[config.mk]
export PLATFORM = sky130hd
export DESIGN_NAME = lga_ctrl
export DESIGN_NICKNAME = d
export VERILOG_FILES = /design/src/sv/lga_pkg.sv /design/src/sv/lga_ctrl.sv
export SDC_FILE = /design/constraint.sdc
export NUM_CORES = 1
export LEC_CHECK = 0
export ABC_AREA = 1
export BUFFER_PORTS_ARGS = -buffer_cell sky130_fd_sc_hd__buf_2
export CAP_MARGIN = 20
export CORE_AREA = 2 2 39 41
export CTS_CLUSTER_SIZE = 8
export DETAILED_ROUTE_END_ITERATION = 10
export DIE_AREA = 0 0 41 43
export PLACE_DENSITY_LB_ADDON = 0.05
export SLEW_MARGIN = 40
export SYNTH_ARGS = -nofsm -noshare
export SYNTH_HDL_FRONTEND = slang
export SYNTH_SLANG_ARGS = --single-unit
[constraint.sdc]
create_clock -name clk -period 2.28 [get_ports clk]
set_input_delay 0.342 -clock clk [delete_from_list [all_inputs] [get_ports clk]]
set_output_delay 0.342 -clock clk [all_outputs]
set_load 0.01 [all_outputs]
[src/sv/lga_pkg.sv]
// ============================================================================
// lga_pkg
// Shared types and constants of the landmark gated association block.
// ============================================================================
package lga_pkg;

    localparam int COORD_W = 24;
    localparam int TRIG_W  = 16;
    localparam int GATE_W  = 32;
    localparam int SLOT_W  = 8;

    localparam int IN_DATA_W  = 128;
    localparam int OUT_DATA_W = 56;
    localparam int OUT_USER_W = 3;

    localparam int PROD_W  = COORD_W + TRIG_W;
    localparam int DIFF_W  = PROD_W + 1;
    localparam int ROT_W   = DIFF_W - 14;
    localparam int WSUM_W  = ROT_W + 1;
    localparam int DELTA_W = COORD_W + 1;
    localparam int SQ_W    = 2 * DELTA_W;
    localparam int DIST_W  = SQ_W + 1;

    localparam logic       OPC_POSE = 1'b0;
    localparam logic       OPC_CONE = 1'b1;

    localparam logic [GATE_W-1:0]        GATE_RESET = 32'd16384;
    localparam logic signed [TRIG_W-1:0] COS_RESET  = 16'sd16384;
    localparam logic [DIFF_W-1:0]        ROUND_HALF = 41'd8192;

    localparam logic signed [COORD_W-1:0] COORD_MAX = 24'sh7FFFFF;
    localparam logic signed [COORD_W-1:0] COORD_MIN = 24'sh800000;

    typedef enum logic [2:0] {
        ST_IDLE,
        ST_MUL,
        ST_ROUND,
        ST_WORLD,
        ST_SCAN,
        ST_DONE
    } state_t;

    typedef struct packed {
        logic pose_load;
        logic cone_load;
        logic scan_start;
        logic scan_en;
        logic res_match;
        logic res_append;
        logic res_full;
        logic out_load;
    } cmd_t;

    typedef struct packed {
        logic issue_done;
        logic pipe_busy;
        logic hit;
        logic room;
    } sts_t;

endpackage

[src/sv/lga_ctrl.sv]
// ============================================================================
// lga_ctrl
// Controller that sequences the transform, the table scan and the result.
// ============================================================================
module lga_ctrl
(
    input  logic           clk,
    input  logic           rst_n,
    input  logic           in_valid,
    input  logic           in_opcode,
    output logic           in_ready,
    input  logic           out_ready,
    output logic           out_valid,
    input  lga_pkg::sts_t  sts,
    output lga_pkg::cmd_t  cmd
);

    lga_pkg::state_t state_reg;
    lga_pkg::state_t state_next;
    logic            out_valid_reg;
    logic            out_valid_next;

    always_ff @(posedge clk or negedge rst_n)
    begin
        if (!rst_n)
        begin
            state_reg     <= lga_pkg::ST_IDLE;
            out_valid_reg <= 1'b0;
        end
        else
        begin
            state_reg     <= state_next;
            out_valid_reg <= out_valid_next;
        end
    end

    always_comb
    begin
        state_next = state_reg;
        cmd        = '0;
        case (state_reg)
            lga_pkg::ST_IDLE:
            begin
                if (in_valid)
                begin
                    if (in_opcode == lga_pkg::OPC_POSE)
                    begin
                        cmd.pose_load = 1'b1;
                    end
                    else
                    begin
                        cmd.cone_load = 1'b1;
                        state_next    = lga_pkg::ST_MUL;
                    end
                end
            end
            lga_pkg::ST_MUL:
            begin
                state_next = lga_pkg::ST_ROUND;
            end
            lga_pkg::ST_ROUND:
            begin
                state_next = lga_pkg::ST_WORLD;
            end
            lga_pkg::ST_WORLD:
            begin
                cmd.scan_start = 1'b1;
                state_next     = lga_pkg::ST_SCAN;
            end
            lga_pkg::ST_SCAN:
            begin
                cmd.scan_en = 1'b1;
                if (sts.hit)
                begin
                    cmd.res_match = 1'b1;
                    state_next    = lga_pkg::ST_DONE;
                end
                else if (sts.issue_done && !sts.pipe_busy)
                begin
                    if (sts.room)
                    begin
                        cmd.res_append = 1'b1;
                    end
                    else
                    begin
                        cmd.res_full = 1'b1;
                    end
                    state_next = lga_pkg::ST_DONE;
                end
            end
            lga_pkg::ST_DONE:
            begin
                if (!out_valid_reg || out_ready)
                begin
                    cmd.out_load = 1'b1;
                    state_next   = lga_pkg::ST_IDLE;
                end
            end
            default:
            begin
                state_next = lga_pkg::ST_IDLE;
            end
        endcase
    end

    always_comb
    begin
        out_valid_next = out_valid_reg;
        if (cmd.out_load)
        begin
            out_valid_next = 1'b1;
        end
        else if (out_ready)
        begin
            out_valid_next = 1'b0;
        end
    end

    assign in_ready  = (state_reg == lga_pkg::ST_IDLE);
    assign out_valid = out_valid_reg;

`ifndef SYNTHESIS
    a_one_outcome: assert property (@(posedge clk) disable iff (!rst_n)
        $onehot0({cmd.res_match, cmd.res_append, cmd.res_full}))
        else $error("More than one scan outcome in a cycle.");

    a_append_room: assert property (@(posedge clk) disable iff (!rst_n)
        cmd.res_append |-> sts.room)
        else $error("Append requested with a full table.");

    a_load_free: assert property (@(posedge clk) disable iff (!rst_n)
        cmd.out_load |-> (!out_valid_reg || out_ready))
        else $error("Output register overwritten before its transaction.");
`endif

endmodule

==> flow_summary.toml <==
[yosys]
synthTopCellsByArea = "dfrtp_1 36%, nand2_1 16%, inv_1 11%, nor2_1 11%, nor2_2 4.4%"
avgSynthCellArea_um2 = 6.256
synth_top_area_cell = "dfrtp_1"
ys.warnings.count = 0
syn-cell-area_um2 = 281.5
syn_inst = 45
synth_cell_types = 14
yosys.area.top_type_share = 0.3556
synth_nets = 54
synth_seq_cells = 4
ys_seq_area_frac = 0.3556

[finish]
fill_cells = 166
multi_input_area_um2 = 143.9
fin_area_um2 = 416.7
mostFrequentLayoutCells = "18 x buf_2, 12 x nand2_1, 8 x inv_1, 8 x nor2_1, 4 x dfrtp_1"
area_growth_pct = 48.00
regArea_um2 = 100.1
nets = 77
final_cells = 82
antennaDiodeCount = 0
largest_register_ffs = 3
post-route-util = 0.3011
final_common_cell = "buf_2"
layout-drive-gt1-share = 0.3636

[clock_network]
clkTransAtPathRegs_ns = 0.04
cts_root_buffer = "clkbuf_4"
post_cts_buffers = 0
cts_num_sinks = 4
worst_skew_pair.late_latency_ns = 0.23
numCtsBuffers = 3
clk_path_buf_depth = 2
htreeDepth = 1
cts_tree = "done"

[flow_run]
cap_violations = 0

[worst_hold_path]
hold_path.class = "input port to register"

[grt]
grt_pass1_vias = 284
grt_overflow = 0
grt_max_degree = 8
antenna_found_initial = 0
grt_first_pass_wirelength_um = 1000
grt_util_all_layers = 0.08560

[timing]
max_clock_freq_mhz = 620.1
hold_viol = 0
slew_violations = 0
tightest_slew_ns = 0.2139
skew_ns = 0.002181
finalSetupTns_ns = 0
max_slew_margin = 0.8574
fin_hold_ws_ns = 0.3260
layout_setup_ws_ns = 0.6673
setup_viol = 0
min_period_ns = 1.613
period_share = 0.7073
rsz0062_at_grt = "false"

[placement]
placedInstanceArea_um2 = 384.1
preCtsSetupSlack_ns = 0.8969
hpwlAfterDp_um = 577
port_buffers = 18
routabilityCongestion = 0.6961
dp.cells = 78

[floorplan]
start_util = 0.2034
row_count = 14
io_pins = 19
die_h_um = 43
fp.dieArea_um2 = 1763
core_area_um2 = 1384
dieWidth_um = 41

[route]
dr.pass1.iters = 4
drtIter0Drc = 2
routedWlPerCell_um = 8.159
viasPerCell = 4.159
antenna_left = 0
vias = 341
routed_wl_um = 669
drc = 0

[critical_path]
slowest_delay_ns = 0.42
worstPathArrival_ns = 1.27
critPathCaptureType = "primary output"
cp.buffers_inverters = 1
cpMaxStageDelayCell = "dfrtp_1"
required_ns = 1.94
start_kind = "register"
path_max_fanout = 5
crit_family = "simple AND/OR/NAND/NOR gates"
path_class = "register to primary output"
path_cells = "nor2_2 > nand2_2 > nor4_1 > buf_2"

[pwr]
p_total_mw = 0.4169
peakVddDrop_v = 0.0003191
power_leakage_nw = 0.2473
p_per_area_nw_per_um2 = 1000

[run_status]
status = "finished, final reports clean"
-- final timing paths --
check	from	endpoint	slack, ns	depth (start not counted)
worst max-delay path	state_reg[1]	cmd[1]	0.67	4
worst min-delay path	out_ready	out_valid	0.33	2
worst max register to register	state_reg[1]	state_reg[2]	1.21	5
worst min register to register	out_valid	out_valid	0.55	2
max in group asynchronous	rst_n	state_reg[2]	1.72	2
min in group asynchronous	rst_n	out_valid	0.45	2
-- where the power goes --
group	switching (mW)	internal, mW	leakage [nW]
Sequential	0.0369	0.101	0.0508
Clock	0.0269	0.0587	0.0138
Combinational	0.115	0.0783	0.183
Total	0.179	0.238	0.247
-- cell type report --
class,count,share of cell area
Inverter,8,0.07207
Tap cell,16,0.04805
Multi-Input combinational cell,32,0.3453
Sequential cell,4,0.2402
Timing Repair Buffer,19,0.2402
Clock buffer,3,0.05405
-- timing repair --
item	in CTS	in global routing
endpoints found under the hold margin	4	0
resized for setup	0	0
hold buffers	1	0
-- Yosys cell counts --
cell type and count:
nand2_2 1, nor2_1 8, nand3_1 1, nand2_1 12, nand4_1 1, inv_1 8
buf_4 1, a21boi_1 1, nor3_1 1, nor4_1 1, nor2_2 2, dfrtp_1 4
o21ai_0 2, a21oi_1 2
-- per-layer routing --
| layer | wire length [um] | up-vias | track usage |
|---|---|---|---|
| met1 | 318 | 140 | 0.08442 |
| met3 | 76 | 0 | 0.06283 |
| met4 | 0 | 0 | 0.02000 |
| li1 | - | 182 | - |
| met2 | 274 | 19 | 0.1375 |
| met5 | 0 | - | 0 |
-- kinds of logic after synthesis --
kind of cell,count (synthesis),share of synthesized area
AOI/OAI and AO/OA,5,0.09779
buffers and inverters,9,0.1333
DFF,4,0.3556
and+or+nand+nor,27,0.4133
Power figures use the tool's default switching activity.
